===== src/design/assert_macros.svh =====
// ----------------------------------------------------------------------------
// assert_macros.svh
// Assertion macros used by the matcher RTL (ism_tally); empty when SYNTHESIS is set.
// ----------------------------------------------------------------------------
`ifndef ASSERT_MACROS_SVH
`define ASSERT_MACROS_SVH

`ifndef SYNTHESIS

// Check a property at every rising clock edge outside reset.
`define ISM_ASSERT_PROP(label, clk, rst_n, prop) \
    label: assert property (@(posedge clk) disable iff (!rst_n) (prop)) \
        else $error("property check failed");

// Check that a condition never holds at a rising clock edge outside reset.
`define ISM_ASSERT_NEVER(label, clk, rst_n, cond) \
    label: assert property (@(posedge clk) disable iff (!rst_n) !(cond)) \
        else $error("forbidden condition seen");

`else

`define ISM_ASSERT_PROP(label, clk, rst_n, prop)
`define ISM_ASSERT_NEVER(label, clk, rst_n, cond)

`endif

`endif


===== src/design/ism_pkg.sv =====
// ----------------------------------------------------------------------------
// ism_pkg
// Sizes, function codes and shared types of the indeterminate string matcher.
// ----------------------------------------------------------------------------
`default_nettype none

package ism_pkg;

    localparam int PATTERN_MAX = 64;
    localparam int ALPHA       = 32;

    localparam int FUNC_W   = 2;
    localparam int INDEX_W  = 6;
    localparam int LETTER_W = 32;
    localparam int LEN_W    = 7;
    localparam int POS_W    = 32;
    localparam int CNT_W    = 32;

    // Width that holds both the length register and any cell number.
    localparam int SPAN_W = ($clog2(PATTERN_MAX + 1) > LEN_W) ?
                            $clog2(PATTERN_MAX + 1) : LEN_W;

    localparam logic [LETTER_W-1:0] ALPHA_MASK = (ALPHA >= LETTER_W) ?
        {LETTER_W{1'b1}} : LETTER_W'((64'd1 << ALPHA) - 64'd1);

    localparam logic [FUNC_W-1:0] FUNC_WRITE   = 2'd0;
    localparam logic [FUNC_W-1:0] FUNC_TEXT    = 2'd1;
    localparam logic [FUNC_W-1:0] FUNC_RESTART = 2'd2;

    localparam logic [LEN_W-1:0] LEN_RESET = 7'd1;

    // Broadcast to every cell.
    typedef struct packed {
        logic text;
        logic restart;
    } ism_ctl_t;

    // One accepted item as seen by the result stage.
    typedef struct packed {
        logic              accept;
        logic              text;
        logic              restart;
        logic              hit;
        logic [SPAN_W-1:0] back;
    } ism_step_t;

endpackage

`default_nettype wire


===== src/design/ism_if.sv =====
// ----------------------------------------------------------------------------
// ism_if
// Valid/ready channels of the matcher: items, results and configuration.
// ----------------------------------------------------------------------------
`default_nettype none

interface ism_item_if;
    logic                         valid;
    logic                         ready;
    logic [ism_pkg::FUNC_W-1:0]   func;
    logic [ism_pkg::INDEX_W-1:0]  index;
    logic [ism_pkg::LETTER_W-1:0] letter;

    modport source (output valid, output func, output index, output letter,
                    input ready);
    modport sink   (input valid, input func, input index, input letter,
                    output ready);
endinterface

interface ism_result_if;
    logic                      valid;
    logic                      ready;
    logic                      match_end;
    logic [ism_pkg::POS_W-1:0] match_start;
    logic [ism_pkg::CNT_W-1:0] occurrence_count;

    modport source (output valid, output match_end, output match_start,
                    output occurrence_count, input ready);
    modport sink   (input valid, input match_end, input match_start,
                    input occurrence_count, output ready);
endinterface

interface ism_cfg_if;
    logic                      valid;
    logic                      ready;
    logic [ism_pkg::LEN_W-1:0] pat_len;

    modport source (output valid, output pat_len, input ready);
    modport sink   (input valid, input pat_len, output ready);
endinterface

`default_nettype wire


===== src/design/ism_cell.sv =====
// ----------------------------------------------------------------------------
// ism_cell
// One pattern position: holds its letter and the prefix bit that ends here.
// ----------------------------------------------------------------------------
`default_nettype none

module ism_cell (
    input  wire                         clk,
    input  wire                         rst_n,
    input  ism_pkg::ism_ctl_t           ctl,
    input  wire [ism_pkg::LETTER_W-1:0] letter,
    input  wire                         wr_en,
    input  wire                         enable,
    input  wire                         last,
    input  wire                         prev_bit,
    output logic                        prefix_bit,
    output logic                        tail_hit
);
    import ism_pkg::*;

    logic [LETTER_W-1:0] letter_reg;
    logic                prefix_reg;
    logic                prefix_next;

    always_ff @(posedge clk)
    begin
        if (wr_en)
        begin
            letter_reg <= letter;
        end
    end

    // Extend the prefix from the neighbor when the letters share a symbol.
    assign prefix_next = prev_bit & enable & (|(letter_reg & letter & ALPHA_MASK));

    always_ff @(posedge clk or negedge rst_n)
    begin
        if (!rst_n)
        begin
            prefix_reg <= 1'b0;
        end
        else if (ctl.restart)
        begin
            prefix_reg <= 1'b0;
        end
        else if (ctl.text)
        begin
            prefix_reg <= prefix_next;
        end
    end

    assign prefix_bit = prefix_reg;
    assign tail_hit   = last & prefix_next;

endmodule

`default_nettype wire


===== src/design/ism_tally.sv =====
// ----------------------------------------------------------------------------
// ism_tally
// Text position, saturating occurrence count and the result register.
// ----------------------------------------------------------------------------
`default_nettype none
`include "assert_macros.svh"

module ism_tally (
    input  wire                 clk,
    input  wire                 rst_n,
    input  ism_pkg::ism_step_t  step,
    output logic                slot_free,
    ism_result_if.source        results
);
    import ism_pkg::*;

    logic [POS_W-1:0] pos_reg;
    logic [POS_W-1:0] pos_next;
    logic [CNT_W-1:0] cnt_reg;
    logic [CNT_W-1:0] cnt_next;
    logic             out_valid_reg;
    logic             out_valid_next;
    logic             out_end_reg;
    logic             out_end_next;
    logic [POS_W-1:0] out_start_reg;
    logic [POS_W-1:0] out_start_next;
    logic [CNT_W-1:0] out_count_reg;

    assign slot_free = !out_valid_reg || results.ready;

    always_comb
    begin
        pos_next       = pos_reg;
        cnt_next       = cnt_reg;
        out_valid_next = out_valid_reg;
        out_end_next   = 1'b0;
        out_start_next = '0;
        if (step.accept)
        begin
            out_valid_next = 1'b1;
            if (step.text)
            begin
                pos_next = pos_reg + POS_W'(1);
                if (step.hit)
                begin
                    if (cnt_reg != {CNT_W{1'b1}})
                    begin
                        cnt_next = cnt_reg + CNT_W'(1);
                    end
                    out_end_next   = 1'b1;
                    out_start_next = pos_reg - POS_W'(step.back);
                end
            end
            else if (step.restart)
            begin
                pos_next = '0;
                cnt_next = '0;
            end
        end
        else if (results.ready)
        begin
            out_valid_next = 1'b0;
        end
    end

    always_ff @(posedge clk or negedge rst_n)
    begin
        if (!rst_n)
        begin
            pos_reg       <= '0;
            cnt_reg       <= '0;
            out_valid_reg <= 1'b0;
        end
        else
        begin
            pos_reg       <= pos_next;
            cnt_reg       <= cnt_next;
            out_valid_reg <= out_valid_next;
        end
    end

    always_ff @(posedge clk)
    begin
        if (step.accept)
        begin
            out_end_reg   <= out_end_next;
            out_start_reg <= out_start_next;
            out_count_reg <= cnt_next;
        end
    end

    assign results.valid            = out_valid_reg;
    assign results.match_end        = out_end_reg;
    assign results.match_start      = out_start_reg;
    assign results.occurrence_count = out_count_reg;

    `ISM_ASSERT_NEVER(a_start_without_end, clk, rst_n, results.valid && !results.match_end && (results.match_start != '0))
    `ISM_ASSERT_NEVER(a_end_with_zero_count, clk, rst_n, results.valid && results.match_end && (results.occurrence_count == '0))
    `ISM_ASSERT_PROP(a_restart_clears, clk, rst_n, step.accept && step.restart |=> (pos_reg == '0) && (cnt_reg == '0))
    `ISM_ASSERT_PROP(a_miss_holds_count, clk, rst_n, step.accept && step.text && !step.hit |=> $stable(cnt_reg))

endmodule

`default_nettype wire


===== src/design/indeterminate_string_matcher_core.sv =====
// ----------------------------------------------------------------------------
// indeterminate_string_matcher_core
// Counts occurrences of an indeterminate pattern in a streamed text.
// ----------------------------------------------------------------------------
// Each letter is a set mask over ALPHA symbols; a pattern letter and a text
// letter match when their masks share a set bit. Write the pattern first with
// func WRITE transfers (one letter per index), set pat_len on the cfg
// channel while the block is idle, then stream text with func TEXT transfers;
// func RESTART clears the scan, the position and the count. Every item
// transfer yields exactly one result, presented on the result channel from the
// cycle after the item transfer and held until it is taken: match_end,
// match_start (text position where the occurrence began, zero otherwise) and
// the saturating occurrence count. The block takes one item per cycle, the
// next one while the previous result is still waiting, as long as the result
// register is empty or being drained. That rate is set by the row of
// PATTERN_MAX cells, one per pattern position: for each text letter every cell
// compares its stored letter with the text letter and moves its neighbor's
// prefix bit one place along the row.
// ----------------------------------------------------------------------------
`default_nettype none

module indeterminate_string_matcher_core (
    input  wire          clk,
    input  wire          rst_n,
    ism_item_if.sink     items,
    ism_result_if.source results,
    ism_cfg_if.sink      cfg
);
    import ism_pkg::*;

    logic [LEN_W-1:0]       len_reg;
    logic [SPAN_W-1:0]      len_ext;
    logic [SPAN_W-1:0]      used_len;
    logic [SPAN_W-1:0]      back;
    logic                   accept;
    logic                   slot_free;
    ism_ctl_t               ctl;
    ism_step_t              step;
    logic [PATTERN_MAX-1:0] prefix;
    logic [PATTERN_MAX-1:0] tail;
    logic [PATTERN_MAX-1:0] cell_en;
    logic [PATTERN_MAX-1:0] cell_last;
    logic [PATTERN_MAX-1:0] cell_wr;

    // Configuration is always taken; it lands in the length register.
    assign cfg.ready = 1'b1;

    always_ff @(posedge clk or negedge rst_n)
    begin
        if (!rst_n)
        begin
            len_reg <= LEN_RESET;
        end
        else if (cfg.valid)
        begin
            len_reg <= cfg.pat_len;
        end
    end

    // Clamp the length into 1..PATTERN_MAX.
    assign len_ext = SPAN_W'(len_reg);

    always_comb
    begin
        if (len_ext == '0)
        begin
            used_len = SPAN_W'(1);
        end
        else if (len_ext > SPAN_W'(PATTERN_MAX))
        begin
            used_len = SPAN_W'(PATTERN_MAX);
        end
        else
        begin
            used_len = len_ext;
        end
    end

    assign back = used_len - SPAN_W'(1);

    // Accept whenever the result register can take the outcome.
    assign items.ready = slot_free;
    assign accept      = items.valid && slot_free;

    assign ctl.text    = accept && (items.func == FUNC_TEXT);
    assign ctl.restart = accept && (items.func == FUNC_RESTART);

    // The row of cells: cell k owns pattern letter k and prefix bit k.
    for (genvar k = 0; k < PATTERN_MAX; k++)
    begin : g_cell
        logic prev_bit;

        assign cell_en[k]   = SPAN_W'(k) < used_len;
        assign cell_last[k] = SPAN_W'(k) == back;
        assign cell_wr[k]   = accept && (items.func == FUNC_WRITE) &&
                              ((k >> INDEX_W) == 0) &&
                              (items.index == INDEX_W'(k));

        if (k == 0)
        begin : g_head
            assign prev_bit = 1'b1;
        end
        else
        begin : g_link
            assign prev_bit = prefix[k-1];
        end

        ism_cell u_cell (
            .clk        (clk),
            .rst_n      (rst_n),
            .ctl        (ctl),
            .letter     (items.letter),
            .wr_en      (cell_wr[k]),
            .enable     (cell_en[k]),
            .last       (cell_last[k]),
            .prev_bit   (prev_bit),
            .prefix_bit (prefix[k]),
            .tail_hit   (tail[k])
        );
    end

    // A full occurrence ends here when the last active cell extends its prefix.
    assign step.accept  = accept;
    assign step.text    = ctl.text;
    assign step.restart = ctl.restart;
    assign step.hit     = ctl.text && (|tail);
    assign step.back    = back;

    ism_tally u_tally (
        .clk       (clk),
        .rst_n     (rst_n),
        .step      (step),
        .slot_free (slot_free),
        .results   (results)
    );

endmodule

`default_nettype wire

===== src/flat_wrapper.sv =====
// flat-port wrapper written by rule: the top's interface ports become plain ports
module indeterminate_string_matcher_core_flat import ism_pkg::*;
  (clk, rst_n, items_valid, items_func, items_index, items_letter, items_ready, results_valid, results_match_end, results_match_start, results_occurrence_count, results_ready, cfg_valid, cfg_pat_len, cfg_ready);
  ism_item_if items_i ();
  ism_result_if results_i ();
  ism_cfg_if cfg_i ();
  input  wire clk;
  input  wire rst_n;
  input wire logic [$bits(items_i.valid)-1:0] items_valid;
  input wire logic [$bits(items_i.func)-1:0] items_func;
  input wire logic [$bits(items_i.index)-1:0] items_index;
  input wire logic [$bits(items_i.letter)-1:0] items_letter;
  output wire logic [$bits(items_i.ready)-1:0] items_ready;
  output wire logic [$bits(results_i.valid)-1:0] results_valid;
  output wire logic [$bits(results_i.match_end)-1:0] results_match_end;
  output wire logic [$bits(results_i.match_start)-1:0] results_match_start;
  output wire logic [$bits(results_i.occurrence_count)-1:0] results_occurrence_count;
  input wire logic [$bits(results_i.ready)-1:0] results_ready;
  input wire logic [$bits(cfg_i.valid)-1:0] cfg_valid;
  input wire logic [$bits(cfg_i.pat_len)-1:0] cfg_pat_len;
  output wire logic [$bits(cfg_i.ready)-1:0] cfg_ready;
  assign items_i.valid = items_valid;
  assign items_i.func = items_func;
  assign items_i.index = items_index;
  assign items_i.letter = items_letter;
  assign items_ready = items_i.ready;
  assign results_valid = results_i.valid;
  assign results_match_end = results_i.match_end;
  assign results_match_start = results_i.match_start;
  assign results_occurrence_count = results_i.occurrence_count;
  assign results_i.ready = results_ready;
  assign cfg_i.valid = cfg_valid;
  assign cfg_i.pat_len = cfg_pat_len;
  assign cfg_ready = cfg_i.ready;
  indeterminate_string_matcher_core u_core (.clk(clk), .rst_n(rst_n), .items(items_i), .results(results_i), .cfg(cfg_i));
endmodule

===== config.mk =====
export PLATFORM = sky130hd
export DESIGN_NAME = indeterminate_string_matcher_core_flat
export DESIGN_NICKNAME = d
export VERILOG_FILES = /design/src/design/ism_pkg.sv /design/src/design/ism_if.sv /design/src/design/ism_cell.sv /design/src/design/ism_tally.sv /design/src/design/indeterminate_string_matcher_core.sv /design/src/flat_wrapper.sv
export VERILOG_INCLUDE_DIRS = /design/src /design/src/design
export SDC_FILE = /design/constraint.sdc
export NUM_CORES = 2
export LEC_CHECK = 0
export BUFFER_PORTS_ARGS = -buffer_cell sky130_fd_sc_hd__buf_2
export CAP_MARGIN = 5
export CORE_MARGIN = 2
export CORE_UTILIZATION = 59
export CTS_BUF_LIST = sky130_fd_sc_hd__clkbuf_4
export CTS_CLUSTER_SIZE = 8
export DETAILED_ROUTE_END_ITERATION = 16
export MAX_ROUTING_LAYER = met4
export PLACE_DENSITY = 0.78
export SYNTH_ARGS = -nofsm -noshare
export SYNTH_HDL_FRONTEND = slang
export SYNTH_SLANG_ARGS = --single-unit

===== constraint.sdc =====
create_clock -name clk -period 4.5 [get_ports clk]
set_clock_uncertainty 0.05 [all_clocks]
set_input_delay 0.675 -clock clk [delete_from_list [all_inputs] [get_ports clk]]
set_output_delay 0.675 -clock clk [all_outputs]
set_load 0.02 [all_outputs]

# Word-level counts from Yosys, hierarchy flattened
# Cells that the tools add are included.
# classes
n_eq_ne,129
mux,138
reduce_logical,144
add_sub_neg,4
order_cmp,65
bitwise_logic,255
# ops
cell,n
bitwise AND 32 bit,64
OR reduction 32 bit,64
"== test 6 x 7 -> 1 bit, first input constant",32
"less-than comparator 6 x 7 -> 1 bit, first input constant",32
2-to-1 mux 32 bit,7
"== test 6 bit, second input constant",32
bitwise AND 1 bit,191
2-to-1 mux 1 bit,129
"== test 5 x 7 -> 1 bit, first input constant",16
"less-than comparator 5 x 7 -> 1 bit, first input constant",16
"== test 6 x 5 -> 1 bit, second input constant",16
logical AND 1 bit,69
"adder 32 x 1 -> 32 bit, second input constant",2
OR reduction 64 bit,1
"== test 4 x 7 -> 1 bit, first input constant",8
"less-than comparator 4 x 7 -> 1 bit, first input constant",8
"== test 6 x 4 -> 1 bit, second input constant",8
"inequality test 32 bit, second input constant",1
subtractor 32 x 7 -> 32 bit,1
"== test 3 x 7 -> 1 bit, first input constant",4
"less-than comparator 3 x 7 -> 1 bit, first input constant",4
"== test 6 x 3 -> 1 bit, second input constant",4
"== test 2 x 7 -> 1 bit, first input constant",2
logical NOT 7 bit,2
16 further kinds,22
# word_totals
output_inout_bits,68
in_bits,52
ff_bits,2248

# Longest topological paths before layout
# depth
ltp_word,12
depth_mapped,19
ltp_nobuf,16

# Cells and area by module
# A second synthesis with hierarchy kept.
# unflattened
cells_unflattened,4833
hier_area_um2,83978.0
# modules_own_cells
mod,area_each_um2,cells_per_inst,n_inst
ism_cell,1178.6,60,64
ism_tally,6331.1,577,1
indeterminate_string_matcher_core,2214.6,416,1

# Least setup slack after synthesis
# No wires, ideal clock.
# synth_timing
path_type,reg2reg
startpoint,register u_core.len_reg[6] (netlist: u_core.len_ext[6])
endpoint,register u_core.u_tally.out_start_reg[26] (netlist: u_core.u_tally.results.match_start[26]) (data pin)
required_time_ns,4.193
path_stages_with_launch,20
period_less_slack_ns,4.876
setup_time_ns,0.257
slack_ns,-0.376
n_path_buf,5
arrival_ns,4.569
path_cell_list,dfrtp_1 -> clkbuf_1 -> clkbuf_1 -> buf_1 -> buf_1 -> or2_2 -> ha_1 -> inv_1 -> xnor2_1 -> ha_1 -> a21oi_1 -> maj3_4 -> maj3_4 -> a211oi_2 -> or4_4 -> buf_6 -> nor4b_4 -> nand2_1 -> xor2_1 -> nor2_2
# synth_between
elab_chain_cells,10
word_cells_on_any_way,328
cone_classes,add/sub: 2; order compare: 65; eq/ne: 63; mux: 2; bitwise: 191; reduce/logical: 5
# synth_rtl
element,line,text
from (decl),indeterminate_string_matcher_core.sv:31,logic [LEN_W-1:0] len_reg;
from (signal assigned),indeterminate_string_matcher_core.sv:56,len_reg <= cfg.pat_len;
greater-than comparator 7 bit,indeterminate_string_matcher_core.sv:69,else if (len_ext > SPAN_W'(PATTERN_MAX))
2-to-1 mux 7 bit,indeterminate_string_matcher_core.sv:69,
2-to-1 mux 7 bit (*),indeterminate_string_matcher_core.sv:65,if (len_ext == '0)
"parallel branches: the longest is 7 deep, another holds subtractor 32 x 7 -> 32 bit",-,
to (signal assigned),ism_tally.sv:87,out_start_reg <= out_start_next;
to (decl),ism_tally.sv:25,logic [POS_W-1:0] out_start_reg;
# Every way passes the cells marked *.
# A chain may end at the register's enable or synchronous reset.

# Final worst setup path
# layout_timing
startpoint,register u_core.len_reg[2] (netlist: u_core.len_ext[2])
endpoint,register u_core.u_tally.out_start_reg[30] (netlist: u_core.u_tally.results.match_start[30]) (data pin)
# Same word-level chain as after synthesis.

==> reports/results.txt <==
run status -> finished, final reports clean
number of hold violations in the final report -> 0
commonest non-fill, non-tap cell in the layout -> sky130_fd_sc_hd__edfxtp_1
Max IR drop VDD -> 0.000296 V
number of flip-flops and latches in the synthesized netlist -> 2248
H-tree lvl count -> 6
proportion of synthesized chip area in sequential cells -> 80.3%
required time of the critical path -> 5510 ps
vias in the first global route -> 54.0k
relative area change from synthesis to final layout -> 17.2%
share of synthesized flip-flops with an asynchronous set or reset -> 6.01%
Worst-Skew Late Latency -> 1330 ps
worst setup path startpoint -> u_core.len_ext[2]$_DFFE_PN0P_
GRT Resource Usage Total -> 34.1%
relative contribution of combinational cells to total power -> 5.8%
Setup Viol. Count Final -> 0
worst slack, placed -> 112 ps
fraction of layout instances using a drive strength above 1 -> 24.6%
largest area contributor in the netlist -> sky130_fd_sc_hd__edfxtp_1
transition time at the pin with the least slew margin -> 1200 ps
Synthesized Nets -> 4896
P_int -> 32.3 mW
First DRT Iteration DRCs -> 9287
critical path start-end classification -> reg -> reg
standard cell with the maximum stage delay on the critical path -> sky130_fd_sc_hd__or4_4
worst hold path depth -> 5
total congestion overflow -> 0
power share of the clock group -> 39.5%
ordered list of cells on the worst path -> nor4_4 -> a21oi_1 -> or2_2 -> ha_1 -> fa_1 -> a21oi_1 -> maj3_4 -> maj3_4 -> a211oi_2 -> or4_4 -> nor4b_4 -> nand2_1 -> xor2_1 -> nor2_2
floorplan die height -> 380 um
global-route wire length before repair -> 352000 um
number of top-level pins -> 120
total wire length after detailed routing -> 242000 um
non-filler cells, final -> 7948
worst max-slew margin expressed relative to the limit -> 19.7%
Reg power frac -> 54.7%
detailed placement HPWL -> 144000 um
placeable core area -> 140000 um^2
number of instances in the synthesized netlist -> 4834
number of iterations in the first detailed-routing pass -> 8
maximum net fanout on the critical path -> 6
Bufs on Longest Clock Path -> 4
worst path arrival time -> 5260 ps
EDFF count, synth -> 2113
worst stage delay on the critical path -> 590 ps
placed insts -> 6965
beginning of the worst hold path -> items_index[1]
smallest hold slack -> 154 ps
number of distinct library cells after synthesis -> 78
number of antenna violations at the first check in global routing -> 11
vias per inst -> 6.86
final-report max-slew violation count -> 0
final critical-path required period -> 4250 ps
Worst path top cell family by delay -> simple AND/OR/NAND/NOR gates
clock tree from TritonCTS -> built
top cell type's share of synthesized area -> 76.2%
type of the worst min-delay path -> in -> reg
Worst setup EP type -> flop
number of I/O port buffers -> 118
most frequent cells in the layout -> 2113 x sky130_fd_sc_hd__edfxtp_1, 892 x sky130_fd_sc_hd__a22oi_1, 770 x sky130_fd_sc_hd__clkbuf_4
endpoint of the worst hold path -> u_core.g_cell[61].u_cell.letter_reg[5]$_DFFE_PP_
DR DRC count -> 0
horizontal die dimension -> 380 um
depth of the worst register-to-register path -> 14
prevailing post-synth register cell -> sky130_fd_sc_hd__edfxtp_1
initial standard-cell utilization of the core -> 59.6%
sum of internal, switching and leakage power -> 42.0 mW
Mapped Area -> 83300 um^2
final critical-path setup slack -> 246 ps
reg-to-reg startpoint -> u_core.len_ext[2]$_DFFE_PN0P_
largest net degree at the start of global routing -> 75
synth top area cells -> sky130_fd_sc_hd__edfxtp_1 76%, sky130_fd_sc_hd__a22oi_1 8.0%, sky130_fd_sc_hd__dfrtp_1 4.0%
Highest Clock Rate -> 235 MHz
syn avg cell area -> 17.2 um^2
worst r2r dst -> u_core.u_tally.results.match_start[30]$_SDFFCE_PN0P_
max-cap check violation count -> 0
site row count -> 137
Net count, final -> 5786
Worst-path clk slew -> 70 ps
yosys warns -> 0
routability-driven placement congestion ratio -> 0.985
post-route fraction of the period consumed by the critical path -> 94.5%
number of vias after detailed routing -> 54.5k
leakage -> 33.4 nW
full die area -> 144000 um^2
total net switching power -> 9.72 mW
number of flip-flops in the largest register -> 2048
# clock sinks -> 2248
total negative slack for setup checks -> 0 ps
number of nets with antenna violations after detailed routing -> 0
switching fraction of total power -> 23.1%
number of buffer and inverter stages on the critical path -> 0
average wire per cell in the routed design -> 30.5 um
worst reg-to-reg setup slack -> 250 ps
PwrDens -> 430 nW/um^2
root buffer cell -> sky130_fd_sc_hd__clkbuf_4
kind of launch point of the worst setup path -> flop
Inserted Clock Buffers -> 564
## metal layers
| metal | share of wire [%] | vias to the layer above | routed length, um | global-route usage [%] |
|---|---|---|---|---|
| li1 | - | 22083 | - | - |
| met1 | 36 | 26984 | 87200 | 45.7 |
| met2 | 46 | 4779 | 112000 | 50.3 |
| met3 | 13 | 652 | 32600 | 8.23 |
| met4 | 4.6 | 0 | 11100 | 15.3 |
| met5 | 0 | - | 0 | - |
## Yosys cell counts (all sizes together), types with 11 or more instances
library cell	n
and3	34
a21oi	27
xor2	26
xnor2	35
buf	73
nand4	261
a31oi	15
nand2	160
o21ai	53
or3	16
or4	13
edfxtp	2113
a22oi	892
inv	23
nand3	63
nor3	32
mux2i	21
o31ai	17
nor2	212
clkbuf	233
a22o	98
and2	11
a221oi	68
dfrtp	134
nor4	53
## power by group through the flow
stage	combinational [mW]	clock, mW	sequential, mW
6_report	2.44	16.6	23.0
5_1_grt	2.52	17.8	23.0
4_1_cts	2.37	16.7	23.0
3_5_place_dp	2.30	0	23.4
3_3_place_gp	2.26	0	23.4
2_1_floorplan	0.891	0	23.5
## cell type report
type                            count  area [um^2]
Inverter                           23         86.3
Clock buffer                      770         5780
Fill cell                        8384        42100
Clock inverter                    130          873
Multi-Input combinational cell   2257        15400
Sequential cell                  2248        66800
Tap cell                         1876         2350
Timing Repair Buffer              630         6220
Antenna cell                       14         35.0
## through the flow
step | util (%) | area (um^2)
2_1_floorplan | - | 83300
3_3_place_gp | 64.5 | 90200
3_5_place_dp | 64.5 | 90200
4_1_cts | 69.8 | 97500
5_1_grt | 69.8 | 97600
6_report | 69.8 | 97600
## cells by family after synthesis
| kind of cell | synth area share (%) |
|---|---|
| buffers and inverters | 1.51 |
| xor gates and xnor gates | 0.642 |
| and+or+nand+nor | 5.67 |
| AOI/OAI and AO/OA | 11.4 |
| muxes | 0.307 |
| adders and majority gates | 0.192 |
| DFF | 80.3 |
| other | 0.00450 |
## worst max path at each step
stage,end,slack (ps),cells past startpoint
2_1_floorplan,u_core.u_tally.results.match_start[26]$_SDFFCE_PN0P_,50,19
3_3_place_gp,u_core.u_tally.results.occurrence_count[14]$_DFFE_PP_,200,15
3_5_place_dp,u_core.u_tally.results.occurrence_count[18]$_DFFE_PP_,110,15
4_1_cts,u_core.u_tally.results.occurrence_count[19]$_DFFE_PP_,130,18
5_1_grt,u_core.u_tally.results.occurrence_count[13]$_DFFE_PP_,-10,18
6_report,u_core.u_tally.results.match_start[30]$_SDFFCE_PN0P_,250,14
## timing repair
| item | in CTS | in global routing |
|---|---|---|
| setup buffers | 0 | 3 |
| resized for setup | 0 | 8 |
| endpoints found under the setup margin | 0 | 49 |
| hold buffers | 66 | 0 |
| endpoints found under the hold margin | 2002 | 0 |
## worst register-to-register path, delay by kind of cell, from the launching register on
family          cells  cell delay, ps
flops               1             410
compound gates      3             400
simple gates        6            1730
fa+ha+maj           4            1190
xor+xnor            1             200
Power figures use the tool's default switching activity.
